[src/sv/cpp_pkg.sv]
// ----------------------------------------------------------------------------
// cpp_pkg
// Shared types, constants and the CRC-8 update function for the controller
// packet parser.
// ----------------------------------------------------------------------------
`default_nettype none

package cpp_pkg;

	localparam logic [7:0] CRC_POLY   = 8'h07;
	localparam logic [7:0] SIGN_BIT   = 8'h80;
	localparam logic [7:0] HDR_RIGHT  = 8'hf0;
	localparam logic [7:0] HDR_LEFT   = 8'hf1;
	localparam logic [7:0] CRC_INIT   = 8'h00;

	localparam int POS_W      = 6;
	localparam int POS_LIMIT  = 36;
	localparam int POSE_START = 8;
	localparam int FIFO_DEPTH = 4;

	localparam logic [3:0] FID_HEADER    = 4'd0;
	localparam logic [3:0] FID_FUNC      = 4'd1;
	localparam logic [3:0] FID_POSE_BASE = 4'd8;
	localparam logic [3:0] FID_STATUS    = 4'd15;

	typedef enum logic [1:0] {
		HAND_RIGHT = 2'd0,
		HAND_LEFT  = 2'd1,
		HAND_OTHER = 2'd2
	} hand_side_t;

	typedef struct packed {
		logic [3:0]         field_id;
		logic signed [31:0] field_value;
		logic [1:0]         hand_side;
		logic               crc_ok;
		logic               end_of_packet;
	} cpp_result_t;

	function automatic logic [7:0] crc8_update(input logic [7:0] crc, input logic [7:0] b);
		logic [7:0] c;
		c = crc ^ b;
		for (int k = 0; k < 8; k++) begin
			if ((c & SIGN_BIT) != 8'h00) begin
				c = {c[6:0], 1'b0} ^ CRC_POLY;
			end else begin
				c = {c[6:0], 1'b0};
			end
		end
		return c;
	endfunction

endpackage

`default_nettype wire

[src/sv/cpp_in_if.sv]
// ----------------------------------------------------------------------------
// cpp_in_if
// Byte request channel into the controller packet parser.
// ----------------------------------------------------------------------------
`default_nettype none

interface cpp_in_if;
	logic       valid;
	logic       ready;
	logic [7:0] data_byte;
	logic       final_byte;

	modport source (output valid, output data_byte, output final_byte, input ready);
	modport sink   (input valid, input data_byte, input final_byte, output ready);
endinterface

`default_nettype wire

[src/sv/cpp_out_if.sv]
// ----------------------------------------------------------------------------
// cpp_out_if
// Parsed field request channel out of the controller packet parser.
// ----------------------------------------------------------------------------
`default_nettype none

interface cpp_out_if;
	logic               valid;
	logic               ready;
	logic [3:0]         field_id;
	logic signed [31:0] field_value;
	logic [1:0]         hand_side;
	logic               crc_ok;
	logic               end_of_packet;

	modport source (output valid, output field_id, output field_value, output hand_side,
		output crc_ok, output end_of_packet, input ready);
	modport sink   (input valid, input field_id, input field_value, input hand_side,
		input crc_ok, input end_of_packet, output ready);
endinterface

`default_nettype wire

[src/sv/controller_packet_parser_crc8.sv]
// ----------------------------------------------------------------------------
// controller_packet_parser_crc8
// Parses a controller packet byte by byte into fields and checks its CRC-8.
// ----------------------------------------------------------------------------
// Packet bytes arrive on pkt_in, one request per byte, with final_byte set on
// the last byte, which carries the CRC. Parsed fields leave on fld_out as soon
// as their last byte is taken: header, function, six button and stick values,
// seven 32-bit pose words, and a status request on the final byte that holds
// the computed CRC, the match flag and end_of_packet.
// A field enters a four-entry result queue when the byte that completes it is
// accepted and is offered on fld_out from there. The parser takes one byte per cycle
// while pkt_in.ready is high; the final byte may raise two requests, which the
// output drains at one per cycle while fld_out.ready is high. pkt_in.ready is
// high while at least two queue entries are free, so a stalled receiver holds
// the input back after the queue fills and no result is lost.
// Reset clears the byte position, the CRC, the word accumulator and the queue.
// ----------------------------------------------------------------------------
`default_nettype none

module controller_packet_parser_crc8
	import cpp_pkg::*;
(
	input  wire logic  clk,
	input  wire logic  arst_n,
	cpp_in_if.sink     pkt_in,
	cpp_out_if.source  fld_out
);

	localparam int PTR_W = $clog2(FIFO_DEPTH);
	localparam int CNT_W = PTR_W + 1;

	logic [POS_W-1:0] pos_q;
	logic [7:0]       crc_q;
	logic [23:0]      acc_q;

	cpp_result_t      fifo_q [FIFO_DEPTH];
	logic [PTR_W-1:0] wr_ptr_q;
	logic [PTR_W-1:0] rd_ptr_q;
	logic [CNT_W-1:0] cnt_q;

	logic             accept;
	logic             pop;
	logic [7:0]       b;
	logic             field_hit;
	cpp_result_t      field_res;
	cpp_result_t      status_res;
	logic [POS_W-1:0] pos_m8;
	logic [1:0]       push_cnt;

	assign accept = pkt_in.valid & pkt_in.ready;
	assign pop    = fld_out.valid & fld_out.ready;
	assign b      = pkt_in.data_byte;
	assign pos_m8 = pos_q - POS_W'(POSE_START);

	always_comb begin
		field_hit = 1'b0;
		field_res = '0;
		if (pos_q == '0) begin
			field_hit             = 1'b1;
			field_res.field_id    = FID_HEADER;
			field_res.field_value = {24'h000000, b};
			if (b == HDR_RIGHT) begin
				field_res.hand_side = HAND_RIGHT;
			end else if (b == HDR_LEFT) begin
				field_res.hand_side = HAND_LEFT;
			end else begin
				field_res.hand_side = HAND_OTHER;
			end
		end else if (pos_q == POS_W'(1)) begin
			field_hit             = 1'b1;
			field_res.field_id    = FID_FUNC;
			field_res.field_value = {24'h000000, b};
		end else if (pos_q < POS_W'(POSE_START)) begin
			field_hit             = 1'b1;
			field_res.field_id    = pos_q[3:0];
			field_res.field_value = {{24{b[7]}}, b};
		end else if (pos_q < POS_W'(POS_LIMIT) && pos_m8[1:0] == 2'd3) begin
			field_hit             = 1'b1;
			field_res.field_id    = FID_POSE_BASE + 4'(pos_m8[POS_W-1:2]);
			field_res.field_value = {b, acc_q};
		end
	end

	always_comb begin
		status_res               = '0;
		status_res.field_id      = FID_STATUS;
		status_res.field_value   = {24'h000000, crc_q};
		status_res.crc_ok        = (b == crc_q);
		status_res.end_of_packet = 1'b1;
	end

	assign push_cnt = accept ? (2'(field_hit) + 2'(pkt_in.final_byte)) : 2'd0;

	assign pkt_in.ready = (cnt_q <= CNT_W'(FIFO_DEPTH - 2));

	assign fld_out.valid         = (cnt_q != '0);
	assign fld_out.field_id      = fifo_q[rd_ptr_q].field_id;
	assign fld_out.field_value   = fifo_q[rd_ptr_q].field_value;
	assign fld_out.hand_side     = fifo_q[rd_ptr_q].hand_side;
	assign fld_out.crc_ok        = fifo_q[rd_ptr_q].crc_ok;
	assign fld_out.end_of_packet = fifo_q[rd_ptr_q].end_of_packet;

	always_ff @(posedge clk or negedge arst_n) begin
		if (!arst_n) begin
			pos_q <= '0;
			crc_q <= CRC_INIT;
			acc_q <= '0;
		end else if (accept) begin
			if (pkt_in.final_byte) begin
				pos_q <= '0;
				crc_q <= CRC_INIT;
				acc_q <= '0;
			end else begin
				crc_q <= crc8_update(crc_q, b);
				if (pos_q < POS_W'(POS_LIMIT)) begin
					pos_q <= pos_q + POS_W'(1);
				end
				if (pos_q >= POS_W'(POSE_START) && pos_q < POS_W'(POS_LIMIT)) begin
					case (pos_m8[1:0])
						2'd0: acc_q <= {16'h0000, b};
						2'd1: acc_q[15:8] <= b;
						2'd2: acc_q[23:16] <= b;
						default: acc_q <= acc_q;
					endcase
				end
			end
		end
	end

	always_ff @(posedge clk) begin
		if (accept) begin
			if (field_hit) begin
				fifo_q[wr_ptr_q] <= field_res;
				if (pkt_in.final_byte) begin
					fifo_q[wr_ptr_q + PTR_W'(1)] <= status_res;
				end
			end else if (pkt_in.final_byte) begin
				fifo_q[wr_ptr_q] <= status_res;
			end
		end
	end

	always_ff @(posedge clk or negedge arst_n) begin
		if (!arst_n) begin
			wr_ptr_q <= '0;
			rd_ptr_q <= '0;
			cnt_q    <= '0;
		end else begin
			wr_ptr_q <= wr_ptr_q + PTR_W'(push_cnt);
			if (pop) begin
				rd_ptr_q <= rd_ptr_q + PTR_W'(1);
			end
			cnt_q <= cnt_q + CNT_W'(push_cnt) - CNT_W'(pop);
		end
	end

endmodule

`default_nettype wire

[src/flat_wrapper.sv]
// flat-port wrapper written by rule: the top's interface ports become plain ports
module controller_packet_parser_crc8_flat import cpp_pkg::*;
  (clk, arst_n, pkt_in_valid, pkt_in_data_byte, pkt_in_final_byte, pkt_in_ready, fld_out_valid, fld_out_field_id, fld_out_field_value, fld_out_hand_side, fld_out_crc_ok, fld_out_end_of_packet, fld_out_ready);
  cpp_in_if pkt_in_i ();
  cpp_out_if fld_out_i ();
  input  wire logic clk;
  input  wire logic arst_n;
  input wire logic [$bits(pkt_in_i.valid)-1:0] pkt_in_valid;
  input wire logic [$bits(pkt_in_i.data_byte)-1:0] pkt_in_data_byte;
  input wire logic [$bits(pkt_in_i.final_byte)-1:0] pkt_in_final_byte;
  output wire logic [$bits(pkt_in_i.ready)-1:0] pkt_in_ready;
  output wire logic [$bits(fld_out_i.valid)-1:0] fld_out_valid;
  output wire logic [$bits(fld_out_i.field_id)-1:0] fld_out_field_id;
  output wire logic [$bits(fld_out_i.field_value)-1:0] fld_out_field_value;
  output wire logic [$bits(fld_out_i.hand_side)-1:0] fld_out_hand_side;
  output wire logic [$bits(fld_out_i.crc_ok)-1:0] fld_out_crc_ok;
  output wire logic [$bits(fld_out_i.end_of_packet)-1:0] fld_out_end_of_packet;
  input wire logic [$bits(fld_out_i.ready)-1:0] fld_out_ready;
  assign pkt_in_i.valid = pkt_in_valid;
  assign pkt_in_i.data_byte = pkt_in_data_byte;
  assign pkt_in_i.final_byte = pkt_in_final_byte;
  assign pkt_in_ready = pkt_in_i.ready;
  assign fld_out_valid = fld_out_i.valid;
  assign fld_out_field_id = fld_out_i.field_id;
  assign fld_out_field_value = fld_out_i.field_value;
  assign fld_out_hand_side = fld_out_i.hand_side;
  assign fld_out_crc_ok = fld_out_i.crc_ok;
  assign fld_out_end_of_packet = fld_out_i.end_of_packet;
  assign fld_out_i.ready = fld_out_ready;
  controller_packet_parser_crc8 u_core (.clk(clk), .arst_n(arst_n), .pkt_in(pkt_in_i), .fld_out(fld_out_i));
endmodule
[config.mk]
export PLATFORM = sky130hd
export DESIGN_NAME = controller_packet_parser_crc8_flat
export DESIGN_NICKNAME = d
export VERILOG_FILES = /design/src/sv/cpp_pkg.sv /design/src/sv/cpp_in_if.sv /design/src/sv/cpp_out_if.sv /design/src/sv/controller_packet_parser_crc8.sv /design/src/flat_wrapper.sv
export SDC_FILE = /design/constraint.sdc
export NUM_CORES = 1
export LEC_CHECK = 0
export BUFFER_PORTS_ARGS = -buffer_cell sky130_fd_sc_hd__buf_2
export CAP_MARGIN = 20
export CELL_PAD_IN_SITES_DETAIL_PLACEMENT = 1
export CELL_PAD_IN_SITES_GLOBAL_PLACEMENT = 1
export CORE_ASPECT_RATIO = 1.25
export CORE_MARGIN = 2
export CORE_UTILIZATION = 49
export DETAILED_ROUTE_END_ITERATION = 10
export PLACE_DENSITY = 0.76
export SYNTH_ARGS = -nofsm -noshare
export SYNTH_HDL_FRONTEND = slang
export SYNTH_SLANG_ARGS = --single-unit
[constraint.sdc]
create_clock -name clk -period 3.67 [get_ports clk]
set_input_delay 0.1835 -clock clk [delete_from_list [all_inputs] [get_ports clk]]
set_output_delay 0.1835 -clock clk [all_outputs]
set_load 0.005 [all_outputs]
# Word-level counts from Yosys, hierarchy flattened
# Memory sizes are Yosys's and may differ from the RTL's.
# Index checks and enable logic that the tools add are counted.
dict set report word_totals {
  ff_bits 45
  ram_bits 160
  in_bits 13
  output_inout_bits 42
  wordCells 108
  memories 1
}
# name depth word_bits read_ports rd_ports_with_merged_regs write_ports line_no
set mem_list {}
lappend mem_list {u_core.fifo_q 4 40 1 0 2 controller_packet_parser_crc8.sv:36} ;# cpp_result_t fifo_q [FIFO_DEPTH];
dict set report op_classes {
  add_sub_neg 9
  magnitude_cmp 4
  eq_ne 7
  n_mux 53
  bitwise_logic 12
  n_reduce_logical 14
}
# cell count
set ops {}
lappend ops {{$mux W36} 4}
lappend ops {{$mux W8} 16}
lappend ops {{$mux W24} 2}
lappend ops {{$mux W40} 1}
lappend ops {{$pmux W8 S2} 2}
lappend ops {{$mux W3} 8}
lappend ops {{$not A3 Y3} 8}
lappend ops {{$eq A8 B8 Y1 const B} 2}
lappend ops {{$mux W1} 14}
lappend ops {{$mux W6} 2}
lappend ops {{$reduce_and A3 Y1} 3}
lappend ops {{$reduce_bool A3 Y1} 3}
lappend ops {{$eq A8 B8 Y1} 1}
lappend ops {{$mux W2} 4}
lappend ops {{$xor A8 B8 Y8} 1}
lappend ops {{$add A6 B1 Y6 const B} 1}
lappend ops {{$eq A6 B1 Y1 const B} 1}
lappend ops {{$ge A6 B4 Y1 const B} 1}
lappend ops {{$logic_not A6 Y1} 1}
lappend ops {{$lt A6 B4 Y1 const B} 1}
lappend ops {{$lt A6 B6 Y1 const B} 1}
lappend ops {{$reduce_bool A2 Y1} 3}
lappend ops {{$sub A6 B4 Y6 const B} 1}
lappend ops {{$add A2 B1 Y2 const B} 2}
lappend ops {{13 further kinds} 16}

# Longest topological paths before layout
dict set report depth {
  word_depth 32
  ltp_mapped 12
  ltp_nobuf 10
}

# Least setup slack after synthesis
# Ideal clock, no wire load.
dict set report synth_path {
  path_kind {register to register}
  from {register u_core.pos_q[1]}
  to {memory u_core.fifo_q[0][10] (netlist bit) (enable)}
  setup_ns 0.344
  arrival_ns 2.775
  required_time_ns 3.326
  setup_slack_ns 0.550
  stages_incl_launch_ff 11
  path_buffers 2
  period_less_slack_ns 3.120
  path_cell_list {dfrtp_1 ha_1 clkbuf_1 or4b_4 o21ai_1 ha_1 clkbuf_1 inv_1 nor4_1 a21oi_1 inv_1}
}
# item line_no
set synth_rtl {}
lappend synth_rtl {{start, declared} controller_packet_parser_crc8.sv:32} ;# logic [POS_W-1:0] pos_q;
lappend synth_rtl {{start signal, assigned} controller_packet_parser_crc8.sv:116} ;# pos_q <= pos_q + POS_W'(1);
lappend synth_rtl {{end, declared} controller_packet_parser_crc8.sv:36}

==> key figures <==
Finish
  – # diodes: 0
  – Nets: 893
  – Fillers: approximately 2000
  – Syn-to-layout area delta: 13.6%
  – Layout cells sized above 1: between 20% and 30%
  – Area of the multi-input gates: around 4500 µm²
  – Util after Layout: 56.2%
  – Sequential cell area: approximately 4700 µm²

Yosys
  – Synth cell types: 64
  – Syn Area/Cell: 11.5 µm²
  – Fraction of registers with async set/reset: 22.0%
  – Register area share after synthesis: between 40% and 50%
  – Cells after synthesis: 831
  – Yosys warning count: 0
  – Mapped Area: 9530 µm²
  – Seq cells post-synth: 205
  – Number of synthesized flops with an enable pin: 36
  – Mapped Nets: 860
  – Prevailing post-synth register cell: dfxtp_1

GRT
  – First-pass GRT wire length: 46100 µm
  – Vias in the first global route: between 8000 and 9000
  – Overall global routing resource usage: a little under 30%
  – Global route total overflow: 0
  – Largest net degree at the start of global routing: 46
  – Initial antenna violation count: 0

Critical path
  – Crit-path cells: ha_1, or4b_4, o21ai_1, ha_1, inv_1, nor4_2, a21oi_2, inv_1
  – CP Max Fanout: 13
  – Setup crit start kind: flip-flop
  – FF-to-FF Start: u_core.pos_q[1]
  – Delay of the slowest critical-path stage: between 500 and 600 ps
  – Setup crit start: u_core.pos_q[1]
  – Crit Path Class: reg2reg
  – WP data required: 3800 ps
  – Worst Setup End Kind: flip-flop
  – Slowest CP cell: or4b_4
  – CP arrival: 3500 ps

STA
  – Hold Violations, Final: 0
  – Final worst slack: ~310 ps
  – Final setup vio count: 0
  – Fmax: 0.297 GHz
  – Clk_skew: 8.99 ps
  – Slew HR: 42.9%
  – Hold_ws: 79.0 ps
  – Fin crit period: roughly 3400 ps
  – Final period util: 91.6%
  – Final-report max-slew violation count: 0
  – TNS Setup: 0 ps
  – Least-Margin Pin Slew: around 860 ps
  – RSZ-0062 raised after global routing: false

Routing
  – Vias/cell: 6.58
  – Top Metal Used: met4
  – Routed Antenna Nets: 0
  – M1 WL: 11400 µm
  – Metal3 WL: 1240 µm
  – Post-Route WL: 29200 µm
  – Metal2 WL: 15500 µm
  – Detailed Route Iter0 Violations: roughly 380
  – Number of remaining DRC errors: 0
  – Wire per inst: ~26 µm
  – Pre-antenna DRT Iters: 5
  – Vias: 7340

Clock network
  – Clock slew seen by the registers of the worst setup and hold paths: approximately 60 ps
  – Clk sinks: 205
  – CTS HTree Levels: 1
  – Clock Root Buffer: clkbuf_16
  – CTS tree: yes
  – Post-CTS sizing: 0
  – TritonCTS buffer count: 22
  – Clk_lat worst skew: 500 ps
  – Clock Path Buffers: 3

Min path
  – Hold Crit Start: fld_out_ready
  – Min-Delay Path Class: in2reg

Power
  – Lkg Pwr: between 4 and 5 nW
  – Pwr dens: 902 nW/µm²
  – IR Drop Worst-Case VDD: 464 µV

Floorplan
  – Die area: 20600 µm²
  – Initial Util: 49.5%
  – Die Width: 129 µm
  – Chip height: 160 µm
  – I/O Pins: 55
  – Total core area: 19300 µm²
  – Cell Rows: 57

Place
  – Routability congestion estimate from global placement: 0.892
  – Dpl hpwl: 19200 µm
  – Pre-CTS setup slack: 232 ps
  – IO Port Bufs: 54

Job
  – Max cap viols: 0

Status
  – Outcome: finished clean
## layer usage
| metal | vias to the layer above | global-route usage (%) |
|---|---|---|
| li1 | 3294 | - |
| met1 | 3763 | 33.8 |
| met4 | 0 | 12.3 |
| met2 | 215 | 52.4 |
| met3 | 68 | 3.69 |
| met5 | - | 0 |
## critical path: cells and delay by family, from the launching register on
family	cells	cell delay [ps]
AO/OA/AOI/OAI	2	310
adder cells (fa/ha/maj)	2	610
buffers and inverters	2	650
flip-flops	1	470
AND/OR/NAND/NOR	2	940
## logic make-up (layout without fill, tap and decap cells)
family	after synthesis	after routing	share of synthesized area, %
AND/OR/NAND/NOR	173	173	9.32
buffers and inverters	101	149	4.33
AO/OA/AOI/OAI	261	261	21.7
XOR/XNOR	24	24	2.65
adder cells (fa/ha/maj)	16	16	2.18
multiplexers	51	51	10.6
flip-flops	205	205	49.2
## layout make-up
class / instances / area share [%]
Sequential cell: 205 / 43.3
Multi-Input combinational cell: 525 / 41.3
Clock buffer: 35 / 6.22
Timing Repair Buffer: 88 / 5.45
Tap cell: 236 / 2.73
Inverter: 22 / 0.774
Clock inverter: 4 / 0.220
## per-stage QoR
stage               area, µm²  power [mW]  instances
CTS                     10800        9.81       1111
finish                  10800        9.76       1115
global placement        10100        7.41       1071
floorplan                9530        6.25        831
global route            10800        10.3       1115
detailed placement      10100        7.64       1071
## report_power, final
| group | switching [mW] | internal (mW) |
|---|---|---|
| clock network | 0.893 | 1.26 |
| registers | 0.712 | 3.11 |
| logic | 1.96 | 1.82 |
| total | 3.57 | 6.20 |
## path summary, 6_finish.rpt
path,cells after the start,end,slack [ps]
setup / recovery,8,u_core.fifo_q[0][9],310
hold / removal,3,u_core.rd_ptr_q[0],80
setup reg to reg,8,u_core.fifo_q[0][9],310
hold reg to reg,1,u_core.fifo_q[3][28],460
max in group asynchronous,3,u_core.acc_q[13],3030
min in group asynchronous,2,u_core.crc_q[2],130
## repair_timing
item | in CTS | in global routing
endpoints found under the hold margin | 45 | 0
hold buffers | 1 | 0
setup buffers | 0 | 3
setup endpoints to repair | 0 | 1
## state kept, by name, summed over array words and instances, names as in the netlist
signal,cells
u_core.fifo_q,160
u_core.cnt_q,3
u_core.acc_q,24
u_core.rd_ptr_q,2
u_core.wr_ptr_q,2
u_core.crc_q,8
u_core.pos_q,6
## Yosys cell counts, types with 4 or more instances
cell	instances	share of area (%)
dfxtp_1	124	26
o2bb2ai_1	93	8.5
clkbuf_1	59	2.3
nand2_1	56	2.2
o21ai_0	49	2.6
dfrtp_1	45	12
mux4_2	40	9.5
edfxtp_1	36	11
nor3_1	34	1.8
a32o_1	26	2.7
a22o_1	24	2.2
inv_1	21	0.83
ha_1	15	2.0
xnor2_1	15	1.4
a21oi_1	13	0.68
nor2_1	13	0.51
mux2i_1	11	1.2
nand3_1	11	0.58
nand4_1	11	0.72
buf_1	9	0.35
nand2b_1	9	0.59
a2bb2oi_1	8	0.74
and3_1	8	0.53
buf_2	8	0.42
o22a_1	8	0.74
a221o_1	7	0.74
xor2_1	6	0.55
a31oi_1	5	0.33
nor4_1	5	0.33
and2_1	4	0.26
o21ai_1	4	0.21
o31ai_1	4	0.32
or3_1	4	0.26
## placed cells by master (no fill, tap or decap), types with 4 or more instances in the layout
master	Yosys	final
a21oi_1	13	11
a221o_1	7	7
a22o_1	24	24
a2bb2oi_1	8	8
a31oi_1	5	5
a32o_1	26	26
and2_1	4	4
and3_1	8	8
buf_12	0	5
buf_2	8	54
buf_4	0	28
clkbuf_1	59	7
clkbuf_16	0	24
clkinv_2	1	4
dfrtp_1	45	43
dfxtp_1	124	124
edfxtp_1	36	36
ha_1	15	15
inv_1	21	21
mux2i_1	11	11
mux4_2	40	40
nand2_1	56	56
nand2b_1	9	9
nand3_1	11	11
nand4_1	11	11
nor2_1	13	13
nor3_1	34	33
o21ai_0	49	49
o21ai_1	4	4
o22a_1	8	8
o2bb2ai_1	93	93
o31ai_1	4	4
or3_1	4	4
xnor2_1	15	15
xor2_1	6	6
No activity file was read; power rests on OpenSTA's default activity.
